$ cat config.mk
export PLATFORM = sky130hd
export DESIGN_NAME = dsa_result
export DESIGN_NICKNAME = d
export VERILOG_FILES = /design/src/rtl/core/dsa_pkg.sv /design/src/rtl/core/dsa_result.sv
export SDC_FILE = /design/constraint.sdc
export NUM_CORES = 1
export LEC_CHECK = 0
export ABC_AREA = 1
export BUFFER_PORTS_ARGS = -buffer_cell sky130_fd_sc_hd__buf_2
export CAP_MARGIN = 20
export CORE_MARGIN = 4
export CORE_UTILIZATION = 45
export DETAILED_ROUTE_END_ITERATION = 6
export MAX_ROUTING_LAYER = met4
export PLACE_DENSITY = 0.68
export SLEW_MARGIN = 10
export SYNTH_ARGS = -nofsm -noshare
export SYNTH_HDL_FRONTEND = slang
export SYNTH_SLANG_ARGS = --single-unit
export TNS_END_PERCENT = 100
$ cat constraint.sdc
create_clock -name clock -period 11.5 [get_ports clock]
set_input_delay 1.15 -clock clock [delete_from_list [all_inputs] [get_ports clock]]
set_output_delay 1.15 -clock clock [all_outputs]
set_load 0.01 [all_outputs]
$ cat src/rtl/core/dsa_pkg.sv
// ----------------------------------------------------------------------------
// Descriptor slot allocator package
// Shared widths, codes, reset values and the job record passed from the
// control unit to the result stage.
// ----------------------------------------------------------------------------
package dsa_pkg;

   // Field widths fixed by the interface.
   localparam int IDX_W    = 10;
   localparam int ADDR_W   = 64;
   localparam int STRIDE_W = 9;
   localparam int CNT_W    = 11;
   localparam int STATUS_W = 2;

   // Default built depth of the free stack.
   localparam int DEFAULT_MAX_SLOTS = 1024;

   // Configuration register indexes.
   localparam int CSR_IDX_W = 2;
   localparam logic [CSR_IDX_W-1:0] CSR_HEAP_BASE = 2'd0;
   localparam logic [CSR_IDX_W-1:0] CSR_STRIDE    = 2'd1;
   localparam logic [CSR_IDX_W-1:0] CSR_CAPACITY  = 2'd2;

   // Configuration reset values.
   localparam logic [ADDR_W-1:0]   HEAP_BASE_RST = '0;
   localparam logic [STRIDE_W-1:0] STRIDE_RST    = 9'd32;
   localparam logic [CNT_W-1:0]    CAPACITY_RST  = 11'd1024;

   // Request kinds.
   localparam logic KIND_ALLOC = 1'b0;
   localparam logic KIND_FREE  = 1'b1;

   // Result status codes.
   typedef enum logic [STATUS_W-1:0] {
      STATUS_OK               = 2'd0,
      STATUS_OUT_OF_SLOTS     = 2'd1,
      STATUS_FREE_NONE_ACTIVE = 2'd2
   } status_type;

   // One finished request, waiting for its address to be formed.
   typedef struct packed {
      logic [IDX_W-1:0] slot;
      logic             addr_en;
      status_type       status;
      logic [CNT_W-1:0] active;
   } job_type;

endpackage

$ cat src/rtl/core/dsa_result.sv
// ----------------------------------------------------------------------------
// Result stage
// Forms the slot address and holds the response in an output register.
// ----------------------------------------------------------------------------
module dsa_result (
   input  logic                         clock,
   input  logic                         reset,
   input  logic                         job_valid,
   input  dsa_pkg::job_type             job,
   output logic                         job_taken,
   input  logic [dsa_pkg::ADDR_W-1:0]   heap_base,
   input  logic [dsa_pkg::STRIDE_W-1:0] stride,
   output logic                         rsp_valid,
   input  logic                         rsp_ready,
   output logic [dsa_pkg::IDX_W-1:0]    rsp_slot,
   output logic [dsa_pkg::ADDR_W-1:0]   rsp_addr,
   output logic [dsa_pkg::STATUS_W-1:0] rsp_status,
   output logic [dsa_pkg::CNT_W-1:0]    rsp_active
);

   localparam int PROD_W = dsa_pkg::IDX_W + dsa_pkg::STRIDE_W;

   logic                         valid_ff, valid_in;
   logic [dsa_pkg::IDX_W-1:0]    slot_ff;
   logic [dsa_pkg::ADDR_W-1:0]   addr_ff, addr_in;
   logic [dsa_pkg::STATUS_W-1:0] status_ff;
   logic [dsa_pkg::CNT_W-1:0]    active_ff;
   logic [PROD_W-1:0]            offset;

   // The output register loads when empty or being drained.
   assign job_taken = job_valid && (!valid_ff || rsp_ready);

   // Address is only meaningful for a successful allocation.
   always_comb begin
      offset  = PROD_W'(job.slot) * PROD_W'(stride);
      addr_in = job.addr_en ? (heap_base + dsa_pkg::ADDR_W'(offset)) : '0;
      if (job_taken) begin
         valid_in = 1'b1;
      end else if (rsp_ready) begin
         valid_in = 1'b0;
      end else begin
         valid_in = valid_ff;
      end
   end

   always_ff @(posedge clock) begin
      if (reset) begin
         valid_ff <= 1'b0;
      end else begin
         valid_ff <= valid_in;
      end
   end

   always_ff @(posedge clock) begin
      if (job_taken) begin
         slot_ff   <= job.slot;
         addr_ff   <= addr_in;
         status_ff <= job.status;
         active_ff <= job.active;
      end
   end

   assign rsp_valid  = valid_ff;
   assign rsp_slot   = slot_ff;
   assign rsp_addr   = addr_ff;
   assign rsp_status = status_ff;
   assign rsp_active = active_ff;

endmodule

==> flow_summary.json <==
{
  "status": "complete, no violations",
  "ff_latch_area_um2": 2633,
  "cts_tree": "done",
  "min-delay-path-class": "reg -> reg",
  "synth-compound-area-share_pct": 4.754,
  "htree_levels": 3,
  "cap_violations": 0,
  "multiInputGateArea_um2": 5169,
  "gr-total-overflow": 0,
  "clk-insertion-delay-late_ns": 0.35,
  "dp.cells": 1648,
  "synth_area_leader_cell": "edfxtp_1",
  "die_w_um": 149.2,
  "cp-start-kind": "primary input",
  "finalCritPeriodShare_pct": 49.40,
  "fillerInstances": 1967,
  "end_kind": "register",
  "initial_utilization_pct": 45.96,
  "grt_pass1_wl_um": 40630,
  "path_delay_family": "adder cells",
  "ant_nets": 0,
  "detail_route.iter0.violations": 613,
  "synth-edff-count": 87,
  "synth-seq-cells": 88,
  "cpPeakStageDelay_ns": 0.54,
  "p_sw_mw": 0.9693,
  "synth_area_um2": 8975,
  "worst_slew_pin_slew_ns": 1.000,
  "synth_top_area_share_pct": 29.11,
  "synthFlopType": "edfxtp_1",
  "post-cts-setup-buffers": 0,
  "worst-path-buf-inv": 7,
  "p_sw_share_pct": 48.51,
  "grt_setup_unrepaired": "false",
  "postSynthAreaPerCell_um2": 7.369,
  "hold_start": "rsp_valid",
  "synth_top_family_by_area": "simple AND/OR/NAND/NOR gates",
  "vias": 8163,
  "hold_buffers": 0,
  "r2r-start": "rsp_valid",
  "rows": 51,
  "powerDensity_nw_per_um2": 189.9,
  "crit_chain": "buf_2 -> nand2_1 -> inv_1 -> fa_1 -> inv_1 -> fa_1 -> inv_1 -> fa_1 -> inv_1 -> fa_1 -> fa_1 -> inv_1 -> ha_1 -> nand2_1 -> inv_1 -> nand2_1 -> nor3_1 -> nand2_1 -> nand2_1 -> nand2_1 -> nand2_1 -> nand2_1 -> nor3b_2",
  "instances_no_fill": 1664,
  "dp_hpwl_um": 20750,
  "cts.sinks": 88,
  "cpMostUsedCell": "nand2_1",
  "max_freq_mhz": 176.0,
  "cts_resized": 0,
  "drt-wirelength-per-cell_um": 15.31,
  "synth_xor_area_share_pct": 0,
  "viasPerCell": 4.906,
  "relSlewSlack_pct": 33.24,
  "clk_path_buf_depth": 2,
  "ios": 190,
  "path_class": "in -> reg",
  "yosysWarnings": 0,
  "worstPathMaxFanout": 10,
  "finalSetupTns_ns": 0,
  "worst_clock_skew_ns": 0.007987,
  "grt_pass1_vias": 7816,
  "grt_max_degree": 46,
  "numCtsBuffers": 9,
  "cts_root_buf": "clkbuf_16",
  "synth_cell_types": 34,
  "core_area_um2": 19530,
  "path_clk_slew_ns": 0.07,
  "drt_wl_total_um": 25470,
  "slowest_stage": "fa_1",
  "finalCriticalPeriod_ns": 5.682,
  "synth_cells": 1218,
  "gp_congestion": 0.9765,
  "p_leak_nw": 5.796,
  "synthArstFlopShare_pct": 0,
  "yosys.area_share.simple_pct": 29.26,
  "synth_adder_area_share_pct": 23.45,
  "hold_viol_final": 0,
  "p_clk_share_pct": 17.4,
  "dr.pass1.iters": 6,
  "diodes": 0,
  "crit_required_ns": 11.56,
  "synth_seq_area_share_pct": 29.33,
  "p_int_mw": 1.029,
  "grt_use_total_pct": 23.98,
  "antenna_found_initial": 0,
  "crit_start": "job[18]",
  "p_comb_share_pct": 60.8,
  "finalMaxSlewViolations": 0,
  "synthesis.nets": 1444,
  "drc_errors": 0,
  "finish.net_count": 1620,
  "cp_data_arrival_time_ns": 5.74,
  "drive_gt1_share_pct": 17.37,
  "die-area_um2": 22270,
  "fp.dieH_um": 149.2,
  "io_buffers": 189,
  "peakVddDrop_mv": 0.1395,
  "synth.area.mux_share_pct": 0,
  "synth_area_leaders": "edfxtp_1 29%, fa_1 16%, nand2_1 15%, inv_1 12%, ha_1 7.4%",
  "setup_viol": 0,
  "areaGrowthSynthToFinish_pct": 17.25,
  "power.share.sequential_pct": 21.9
}
[layer usage]
metal	GRT usage, %	wire length (um)	up-vias
met1	34.58	11720	3752
met5	-	0	-
li1	-	-	4079
met2	35.37	11170	301
met4	6.773	522	0
met3	3.616	2058	31
[flip-flops by register name, summed over array words and instances, names as in the netlist]
signal	count
rsp_active	11
rsp_addr	64
rsp_slot	10
rsp_status	2
rsp_valid	1
[placed cells by master, fill, tap and decap left out, types with 3 or more instances in the layout]
cell	n
nand2_1	367
inv_1	284
buf_2	189
nor2_1	102
edfxtp_1	87
fa_1	72
nand3_1	67
a21oi_1	59
ha_1	53
nor3_1	18
nand4_1	15
o21ai_0	13
clkbuf_16	9
nand3_2	7
nor2_2	6
nor3_2	6
nand2_2	5
inv_2	4
o21a_1	4
o21ai_1	3
nand3b_1	3
bufinv_16	3
[synthesized netlist by cell type (13+ instances only)]
cell type / count
o21ai_0: 13
nand2_1: 367
edfxtp_1: 87
nand4_1: 15
fa_1: 72
inv_1: 284
nor2_1: 102
nand3_1: 67
clkbuf_1: 20
nor3_1: 18
a21oi_1: 60
ha_1: 53
[power by group through the flow]
stage | Clock (mW) | Combinational (mW) | Sequential (mW)
global route | 0.369 | 1.40 | 0.440
detailed placement | 0 | 1.20 | 0.444
CTS | 0.355 | 1.21 | 0.438
floorplan | 0 | 0.841 | 0.463
finish | 0.347 | 1.21 | 0.437
global placement | 0 | 1.18 | 0.444
[worst min-delay path, stage by stage (launching register included)]
cell and delay, ns:
dfxtp_1 0.34, nand2_1 0.08, a21oi_1 0.05
[layout make-up]
cell class              count  share of cell area (%)
multi-input cells         815                   49.12
flip-flops and latches     88                   25.02
inverters                 289                   10.31
repair buffers            191                   9.132
well taps                 265                   3.151
clock buffers              10                   2.176
clock inverters             6                   1.094
[stage by stage]
stage | hold WS (ns) | power, mW | area (um2) | util, % | worst slack [ns]
after floorplan | 0.4884 | 1.304 | 8975 | - | 4.813
after global placement | 0.4921 | 1.624 | 10180 | 52.13 | 5.537
after detailed placement | 0.5049 | 1.642 | 10180 | 52.13 | 5.484
after CTS | 0.5168 | 2.000 | 10520 | 53.89 | 5.838
after global routing | 0.5499 | 2.208 | 10520 | 53.89 | 5.474
final | 0.5102 | 1.998 | 10520 | 53.89 | 5.819
[worst paths after layout]
path                        to  slack (ns)  cells after the start
hold / removal       rsp_valid        0.51                      2
hold reg to reg      rsp_valid        0.51                      2
setup reg to reg  rsp_addr[17]        9.50                      3
setup / recovery  rsp_addr[31]        5.82                     23
[cells by family (layout without fill, tap and decap cells)]
group | Yosys count | count (layout)
DFF | 88 | 88
adders and majority gates | 125 | 125
buffers and inverters | 315 | 496
AOI/OAI and AO/OA | 82 | 82
and+or+nand+nor | 608 | 608
Power figures use the tool's default switching activity.
